**src/design/fccw_pkg.sv**
```systemverilog
// ----------------------------------------------------------------------------
// fccw_pkg
// Shared types and constants of the FAT12 cluster chain walker.
// ----------------------------------------------------------------------------
package fccw_pkg;

	// Default sizes of the table store and of the longest chain that is followed.
	localparam int TABLE_BYTES_DEF = 8192;
	localparam int MAX_CHAIN_DEF   = 64;

	// Field widths.
	localparam int ADDR_W    = 13;
	localparam int BYTE_W    = 8;
	localparam int CLUSTER_W = 12;
	localparam int SECTOR_W  = 20;
	localparam int STEP_W    = 7;
	localparam int DRS_W     = 16;
	localparam int SPC_W     = 8;
	localparam int STATUS_W  = 2;

	// Stream and configuration widths.
	localparam int S_TDATA_W = 40;
	localparam int M_TDATA_W = 32;
	localparam int CFG_IDX_W = 1;
	localparam int CFG_DAT_W = 16;

	// FAT12 constants.
	localparam logic [CLUSTER_W-1:0] CHAIN_END  = 12'hff8;
	localparam logic [CLUSTER_W-1:0] FIRST_DATA = 12'd2;

	// Input item kinds.
	localparam logic CMD_LOAD = 1'b0;
	localparam logic CMD_WALK = 1'b1;

	// Configuration register indexes.
	localparam logic [CFG_IDX_W-1:0] REG_DATA_START  = 1'b0;
	localparam logic [CFG_IDX_W-1:0] REG_SECT_PER_CL = 1'b1;

	// Result status codes.
	typedef enum logic [STATUS_W-1:0] {
		ST_OK        = 2'd0,
		ST_BELOW_TWO = 2'd1,
		ST_TOO_LONG  = 2'd2
	} status_t;

	// Commands from the controller to the datapath.
	typedef struct packed {
		logic start;      // load the start cluster, clear the step count
		logic store;      // write one table byte
		logic rd_lo;      // read the low byte of the entry
		logic rd_hi;      // read the high byte, keep the low byte
		logic emit_low;   // emit the result of a cluster below two
		logic emit_entry; // emit the result of an ordinary cluster
		logic advance;    // move to the next cluster of the chain
	} ctrl_cmd_t;

	// Status from the datapath to the controller.
	typedef struct packed {
		logic below_two;  // current cluster is 0 or 1
		logic chain_stop; // entry ends the chain or the chain is full
		logic out_free;   // output register can take a result this cycle
	} dp_stat_t;

endpackage

```
**src/design/fccw_ctrl.sv**
```systemverilog
// ----------------------------------------------------------------------------
// fccw_ctrl
// State machine that sequences loads and chain walks.
// ----------------------------------------------------------------------------
module fccw_ctrl
	import fccw_pkg::*;
(
	input  logic       clk,
	input  logic       arst_n,
	input  logic       s_tvalid,
	output logic       s_tready,
	input  logic       item_cmd,
	input  dp_stat_t   stat,
	output ctrl_cmd_t  cmd
);

	typedef enum logic [3:0] {
		S_IDLE     = 4'b0001,
		S_CHECK    = 4'b0010,
		S_FETCH_HI = 4'b0100,
		S_STEP     = 4'b1000
	} state_t;

	state_t state_q;
	state_t state_d;

	always_ff @(posedge clk or negedge arst_n) begin
		if (!arst_n) begin
			state_q <= S_IDLE;
		end else begin
			state_q <= state_d;
		end
	end

	always_comb begin
		state_d  = state_q;
		cmd      = '0;
		s_tready = 1'b0;
		case (state_q)
			S_IDLE: begin
				s_tready = 1'b1;
				if (s_tvalid) begin
					if (item_cmd == CMD_WALK) begin
						cmd.start = 1'b1;
						state_d   = S_CHECK;
					end else begin
						cmd.store = 1'b1;
					end
				end
			end
			S_CHECK: begin
				if (stat.below_two) begin
					if (stat.out_free) begin
						cmd.emit_low = 1'b1;
						state_d      = S_IDLE;
					end
				end else begin
					cmd.rd_lo = 1'b1;
					state_d   = S_FETCH_HI;
				end
			end
			S_FETCH_HI: begin
				cmd.rd_hi = 1'b1;
				state_d   = S_STEP;
			end
			S_STEP: begin
				if (stat.out_free) begin
					cmd.emit_entry = 1'b1;
					if (stat.chain_stop) begin
						state_d = S_IDLE;
					end else begin
						cmd.advance = 1'b1;
						state_d     = S_CHECK;
					end
				end
			end
			default: begin
				state_d = S_IDLE;
			end
		endcase
	end

	// No new item is taken while a walk is using the table port.
	a_ready_idle: assert property (@(posedge clk) disable iff (!arst_n)
		s_tready |-> !(cmd.rd_lo || cmd.rd_hi || cmd.emit_entry || cmd.emit_low))
		else $error("fccw_ctrl: ready raised during a walk");

endmodule

```
**config.mk**
```make
export PLATFORM = sky130hd
export DESIGN_NAME = fccw_ctrl
export DESIGN_NICKNAME = d
export VERILOG_FILES = /design/src/design/fccw_pkg.sv /design/src/design/fccw_ctrl.sv
export SDC_FILE = /design/constraint.sdc
export NUM_CORES = 1
export LEC_CHECK = 0
export BUFFER_PORTS_ARGS = -buffer_cell sky130_fd_sc_hd__buf_4
export CORE_AREA = 3 3 40 42
export CTS_BUF_LIST = sky130_fd_sc_hd__clkbuf_4
export DETAILED_ROUTE_END_ITERATION = 8
export DIE_AREA = 0 0 43 45
export SKIP_CTS_REPAIR_TIMING = 1
export SYNTH_ARGS = -nofsm -noshare
export SYNTH_HDL_FRONTEND = slang
export SYNTH_SLANG_ARGS = --single-unit
```
**constraint.sdc**
```tcl
create_clock -name clk -period 3.3 [get_ports clk]
set_input_delay 0 -clock clk [delete_from_list [all_inputs] [get_ports clk]]
set_output_delay 0 -clock clk [all_outputs]
set_load 0.05 [all_outputs]
```
==> results of run 1 <==
path summary, 6_finish.rpt:
| path | startpoint | end | slack, ns | depth (start not counted) |
|---|---|---|---|---|
| max | state_q[0] | cmd[6] | 1.79 | 3 |
| min | stat[0] | state_q[1] | -0.009 | 2 |
| max reg2reg | state_q[3] | state_q[1] | 1.96 | 4 |
| min reg2reg | state_q[0] | state_q[0] | 0.57 | 2 |
| max in group asynchronous | arst_n | state_q[0] | 3.01 | 2 |
| min in group asynchronous | arst_n | state_q[3] | 0.09 | 2 |
cells by family (layout without fill, tap and decap cells):
kind of cell | count (synthesis) | after routing
flops | 4 | 4
compound gates | 9 | 9
simple gates | 21 | 21
buf+inv | 5 | 21
power by group:
group / total (mW) / internal, mW / switching, mW
sequential: 0.0911 / 0.0642 / 0.0270
clock: 0.0753 / 0.0537 / 0.0216
combinational: 0.142 / 0.0609 / 0.0809
cell type report:
| cell class | instances | share of cell area (%) |
|---|---|---|
| clock buffer | 4 | 6.08 |
| timing repair buffer | 16 | 25.3 |
| sequential | 4 | 20.5 |
| multi-input combinational | 30 | 43.5 |
| inverter | 1 | 0.759 |
| tap | 15 | 3.80 |
metal layers:
metal	up-vias	GRT usage, %	wire length [um]
met3	0	6.37	59
li1	173	-	-
met4	0	3.61	0
met1	148	10.5	331
met5	-	0	0
met2	7	12.9	374
stage by stage:
stage | hold WS, ns | utilization (%) | instance area [um2]
after floorplan | -0.296 | - | 362
after global placement | -0.201 | 34.6 | 444
after detailed placement | -0.203 | 34.6 | 444
after CTS | -0.461 | 36.9 | 474
after global routing | 0.0119 | 38.5 | 494
final | -0.00889 | 38.5 | 494
cell usage in the layout (no fill, tap or decap), drive strengths merged, types with 2 or more instances in the layout:
cell type and n:
nor3b 2, nand2 2, nor3 2, o21ai 4, dfrtp 3, nor4b 2, clkbuf 4, and3 2
dlygate4sd3 2, nor2 3, buf 14, nor2b 3
worst reg2reg max path: stages (launching register included):
cell and delay (ns):
sky130_fd_sc_hd__dfrtp_1 0.52, sky130_fd_sc_hd__nor3b_2 0.22, sky130_fd_sc_hd__a41oi_1 0.06, sky130_fd_sc_hd__a2111o_1 0.39
sky130_fd_sc_hd__o21ai_0 0.07
==> run summary, run 1 <==
=================================================================================
Run status ......................................................... finished with violations
Violations in the final reports ....................................  hold timing
Top post-synthesis cells by count .................................. 4 x sky130_fd_sc_hd__o21ai_0, 3 x sky130_fd_sc_hd__buf_6, 3 x sky130_fd_sc_hd__dfrtp_1, 3 x sky130_fd_sc_hd__nor2_1, 3 x sky130_fd_sc_hd__nor2b_1
Highest cell delay on the worst timing path ........................      0.62 ns
Sequential area share after synthesis ..............................        28.0%
Leakage Power ......................................................     0.227 nW
CTS Sinks ..........................................................            4
GRT overflow .......................................................            0
Number of I/O pins .................................................           15
Number of nets still failing antenna checks after routing ..........            0
Arrival time worst endpoint ........................................      1.51 ns
Smallest setup slack after layout ..................................      1.79 ns
Most area-hungry cell type in the Yosys netlist .................... sky130_fd_sc_hd__dfrtp_1
Fraction of synthesized cell area taken by the top area cell type ..        20.8%
Per-instance average area after synthesis ..........................     9.27 um2
Clock latency of the later-clocked register in the worst-skew pair .      0.24 ns
Detailed-placement wirelength estimate .............................       590 um
Dominant combinational cell family by area after synthesis ......... simple AND/OR/NAND/NOR gates
Fraction of the mapped netlist area in compound gates ..............        16.6%
Number of global-route vias before repair ..........................          299
Worst IR drop on VDD ...............................................   0.000222 V
Final critical path time including I/O delays and setup ............      1.51 ns
Peak clock frequency supported by timing ...........................      663 MHz
Pin count of the biggest net entering global routing ...............           11
Number of synthesized register bits ................................            4
Total nets after synthesis .........................................           46
Number of flip-flops in the largest register .......................            4
Hold Violations, Final .............................................            1
Total track usage ..................................................        9.04%
TritonCTS clock tree ...............................................          yes
Final WL ...........................................................       766 um
DR pass1 iterations ................................................            2
Worst slew pin tran ................................................     0.344 ns
Worst clock skew ...................................................   0.00695 ns
Number of enable flip-flop cells after synthesis ...................            0
Area used by multi-input combinational logic .......................      215 um2
Most frequent cell after synthesis ................................. sky130_fd_sc_hd__o21ai_0
Setup repair after global routing missed its margin ................           no
Iteration-0 DRC Markers ............................................            4
Vias per inst ......................................................         4.69
Post-placement worst setup slack ...................................      1.96 ns
Largest delay contributor family on the critical path ..............   flip-flops
Slowest cell on crit path .......................................... sky130_fd_sc_hd__dfstp_2
Initial cell density of the core ...................................        28.1%
FF/Latch Area ......................................................      101 um2
Max Cap Viol .......................................................            0
Synthesized instance count .........................................           39
Xor and xnor fraction of the mapped netlist area ...................           0%
First-pass GRT wire length .........................................      1260 um
Number of port buffers .............................................           14
Number of instances in the placed design ...........................           64
Residual DRC .......................................................            0
Total power per unit cell area .....................................   624 nW/um2
WS Path Type .......................................................      reg2out
Initial antenna violation count ....................................            0
Most frequently used flop master after synthesis ................... sky130_fd_sc_hd__dfrtp_1
Leading cell types by total area after synthesis ................... sky130_fd_sc_hd__dfrtp_1 21%, sky130_fd_sc_hd__buf_6 9.3%, sky130_fd_sc_hd__dfstp_2 7.3%
Register bank with the most flops ..................................      state_q
Routed length per placed instance ..................................      10.9 um
Number of warnings printed during yosys synthesis ..................            0
Worst Hold Class ...................................................       in2reg
Number of rows in the core area ....................................           13
Number of different library cells in the post-synthesis netlist ....           25
Async S/R FF share, synth ..........................................         100%
Final setup fails ..................................................            0
Layout overhead on the synthesized area ............................        36.7%
Crit path required time ............................................      3.30 ns
Number of fill cells ...............................................          138
Chip Height ........................................................        45 um
Regs by FF count ...................................................   state_q x4
Core box area ......................................................     1280 um2
Number of standard cells in the layout, taps in and fillers out ....           70
CP Cell Sequence ................................................... nor4b_4 -> and3_1 -> buf_4
Horizontal extent of the die .......................................        43 um
Number of nets in the layout .......................................           63
Critical path launch point type ....................................    flip-flop
Routability congestion estimate from global placement ..............        0.771
Max Buffers Root-to-Sink ...........................................            2
Via count ..........................................................          328
Number of slew-limit violations in the final report ................            0
Post-synthesis adder-cell area fraction ............................           0%
Clk pin slew, worst setup/hold paths ...............................      0.03 ns
Clk Tree Root Cell ................................................. sky130_fd_sc_hd__clkbuf_4
Mux contribution to synthesized area ...............................           0%
Crit end category .................................................. primary output
Diode count ........................................................            0
Hold slack .........................................................  -0.00889 ns
Largest fanout on the critical path ................................            9
Share of the cycle needed by the critical path after routing .......        45.7%
CTS H-tree depth ...................................................            1
Synth Area in Simple Gates .........................................        42.9%
Total Negative Setup Slacks ........................................         0 ns
TritonCTS Buffers ..................................................            3
Worst relative slew slack ..........................................        77.1%
Total power after layout ...........................................     0.308 mW
Share of layout cells above drive strength 1 .......................        40.0%
Number of buffers and inverters on the critical path ...............            1
Mapped cell area ...................................................      362 um2
Die area ...........................................................     1940 um2
=================================================================================
Power figures use the tool's default switching activity.
==> run 2: changes to the inputs <==
==> constraint.sdc (replaced) <==
create_clock -name clk -period 1.3 [get_ports clk]
set_input_delay 0 -clock clk [delete_from_list [all_inputs] [get_ports clk]]
set_output_delay 0 -clock clk [all_outputs]
set_load 0.05 [all_outputs]
==> run 2 against run 1 <==
Against the previous run:
- the flow finishes with violations (hold timing, setup timing)
- final cell count increased by 10%
- clock skew grew 0.0096 ns
- non-clock buffer count grew 7
- cell area rose by 26%
- hold slack improved by 0.0019 ns
- wire length increased by 24%
- die area is the same
- sequential cell count is the same
- worst setup slack lost 2.0 ns
- sequential share of layout area down 3.6 points
- critical path depth unchanged
- largest power group unchanged
==> run summary, run 2 (synthesis gave the netlist of run 1 again) <==
=====================================================================================
Run status ............................................................. finished with violations
Violations in the final reports ........................................ hold timing, setup timing
Destination of the worst hold path .....................................   state_q[1]
Worst slew pin tran ....................................................     0.310 ns   -0.0338 ns
Final setup fails ......................................................            8   +8
Routability congestion estimate from global placement ..................        0.738   -4.4%
Worst relative slew slack ..............................................        79.2%   +2.1 points
Regs by FF count .......................................................   state_q x4
Destination of the worst register-to-register timing path ..............   state_q[1]
CTS H-tree depth .......................................................            1   unchanged
Largest fanout on the critical path ....................................            7   -2
Arrival time worst endpoint ............................................      1.46 ns   -0.05 ns
Register bank with the most flops ......................................      state_q
Chip Height ............................................................        45 um   unchanged
Setup slack of the most critical reg-to-reg path .......................     -0.08 ns   -2.04 ns
Max Cap Viol ...........................................................            0   unchanged
Final critical path time including I/O delays and setup ................      1.46 ns
Vias per inst ..........................................................         4.82   +2.8%
Iteration-0 DRC Markers ................................................            9   +5
Number of I/O pins .....................................................           15   unchanged
TritonCTS clock tree ...................................................          yes
Leading cell types in the layout, fill and taps excluded ............... 16 x sky130_fd_sc_hd__buf_4, 4 x sky130_fd_sc_hd__o21ai_0, 4 x sky130_fd_sc_hd__clkbuf_4
Share of layout cells above drive strength 1 ...........................        64.5%   +25 points
CTS Sinks ..............................................................            4   unchanged
Max Buffers Root-to-Sink ...............................................            2   unchanged
Peak clock frequency supported by timing ...............................      685 MHz
First-pass GRT wire length .............................................      1500 um   +20%
Number of rows in the core area ........................................           13   unchanged
Final WL ...............................................................       948 um   +24%
Hold slack .............................................................  -0.00703 ns   +0.00186 ns
Crit path required time ................................................      1.30 ns   -2.00 ns
Die area ...............................................................     1940 um2   unchanged
Setup repair after global routing missed its margin ....................          yes
Startpoint of the worst hold path ......................................      stat[0]
GRT overflow ...........................................................            0   unchanged
Startpoint of the worst-slack reg-to-reg timing path ...................   state_q[0]
Diode count ............................................................            0   unchanged
Part of the total power dissipated in sequential elements ..............        22.3%   -7.3 points
Initial cell density of the core .......................................        28.1%   unchanged
Detailed-placement wirelength estimate .................................       653 um   +11%
Routed length per placed instance ......................................      12.3 um   +13%
Internal Pwr Total .....................................................     0.594 mW   +230%
Pin count of the biggest net entering global routing ...................           10   -1
Switch share ...........................................................        40.0%   -2.0 points
P_sw ...................................................................     0.396 mW   +210%
Via count ..............................................................          371   +13%
Share of the cycle needed by the critical path after routing ...........         112%
Hold Violations, Final .................................................            1   unchanged
Post-route cell area ...................................................      621 um2   +26%
Worst reg2reg path depth ...............................................            4   unchanged
Comb pwr share .........................................................        57.8%   +12 points
Layout overhead on the synthesized area ................................        71.6%
Worst Hold Class .......................................................       in2reg
WS Path Type ...........................................................      reg2out
Hold Path Stages .......................................................            2   unchanged
Most frequent standard cell in the layout excluding fill and tap cells . sky130_fd_sc_hd__buf_4
Number of nets still failing antenna checks after routing ..............            0   unchanged
Finished Core Util .....................................................        48.3%   +9.8 points
Core box area ..........................................................     1280 um2   unchanged
Smallest setup slack after layout ......................................    -0.160 ns   -1.95 ns
Number of port buffers .................................................           14   unchanged
Clk pin slew, worst setup/hold paths ...................................      0.05 ns   +0.02 ns
Total power per unit cell area .........................................  1590 nW/um2   +160%
Total track usage ......................................................        10.9%   +1.9 points
Residual DRC ...........................................................            0   unchanged
Number of nets in the layout ...........................................           70   +11%
Portion of total power attributed to the clock network .................        19.9%   -4.5 points
Number of global-route vias before repair ..............................          355   +19%
Post-DP Area ...........................................................      499 um2   +12%
Critical path launch point type ........................................    flip-flop
DR pass1 iterations ....................................................            3   +1
Initial antenna violation count ........................................            0   unchanged
Worst clock skew .......................................................    0.0165 ns   +0.00958 ns
Clock latency of the later-clocked register in the worst-skew pair .....      0.25 ns   about the same
Number of slew-limit violations in the final report ....................            0   unchanged
Clk Tree Root Cell ..................................................... sky130_fd_sc_hd__clkbuf_4
Crit end category ...................................................... primary output
Horizontal extent of the die ...........................................        43 um   unchanged
Number of flip-flops in the largest register ...........................            4   unchanged
Leakage Power ..........................................................     0.263 nW   +16%
Worst IR drop on VDD ...................................................   0.000486 V   +120%
TritonCTS Buffers ......................................................            3   unchanged
=====================================================================================
[run 2: how the worst max path moves through the flow]
stage / startpoint / endpoint / depth (start not counted)
6_report: state_q[0] / cmd[5] / 3
5_1_grt: state_q[0] / cmd[6] / 3
3_3_place_gp: state_q[0] / state_q[0] / 4
4_1_cts: state_q[0] / cmd[6] / 3
2_1_floorplan: state_q[0] / state_q[0] / 5
3_5_place_dp: state_q[0] / state_q[0] / 4
[run 2: routing by layer]
layer  share of wire, %  global-route usage [%]  vias to the layer above
met1                 41                    12.6                      171
met2                 53                    16.8                       10
li1                   -                       -                      188
met3                4.5                    1.99                        2
met5                  0                       0                        -
met4               0.95                    10.8                        0
[run 2: worst max-delay path: stages, from the launching register on]
cell	delay (ns)
sky130_fd_sc_hd__dfstp_2	0.59
sky130_fd_sc_hd__nor4b_4	0.26
sky130_fd_sc_hd__and3b_2	0.23
sky130_fd_sc_hd__buf_6	0.15
[run 2: power by group through the flow]
stage / clock, mW / sequential [mW] / combinational [mW]
2_1_floorplan: 0 / 0.171 / 0.375
3_3_place_gp: 0 / 0.232 / 0.422
3_5_place_dp: 0 / 0.229 / 0.425
4_1_cts: 0.199 / 0.230 / 0.428
5_1_grt: 0.214 / 0.226 / 0.609
6_report: 0.197 / 0.221 / 0.572
[run 2: cell type report]
cell class / instances / area [um2]
multi-input cells: 30 / 259
well taps: 15 / 18.8
repair buffers: 23 / 204
fillers: 126 / 664
flip-flops and latches: 4 / 105
inverters: 1 / 3.75
clock buffers: 4 / 30.0
[run 2: stage by stage]
stage / instances / setup WS (ns) / setup TNS (ns) / hold slack, ns / total power [mW]
2_1_floorplan: 39 / -0.626 / -1.84 / -0.296 / 0.546
3_3_place_gp: 68 / -0.0642 / -0.0785 / -0.203 / 0.653
3_5_place_dp: 68 / -0.0726 / -0.123 / -0.203 / 0.654
4_1_cts: 72 / -0.254 / -1.50 / -0.464 / 0.857
5_1_grt: 77 / -0.226 / -1.55 / 0.0119 / 1.05
6_report: 77 / -0.160 / -0.918 / -0.00703 / 0.989
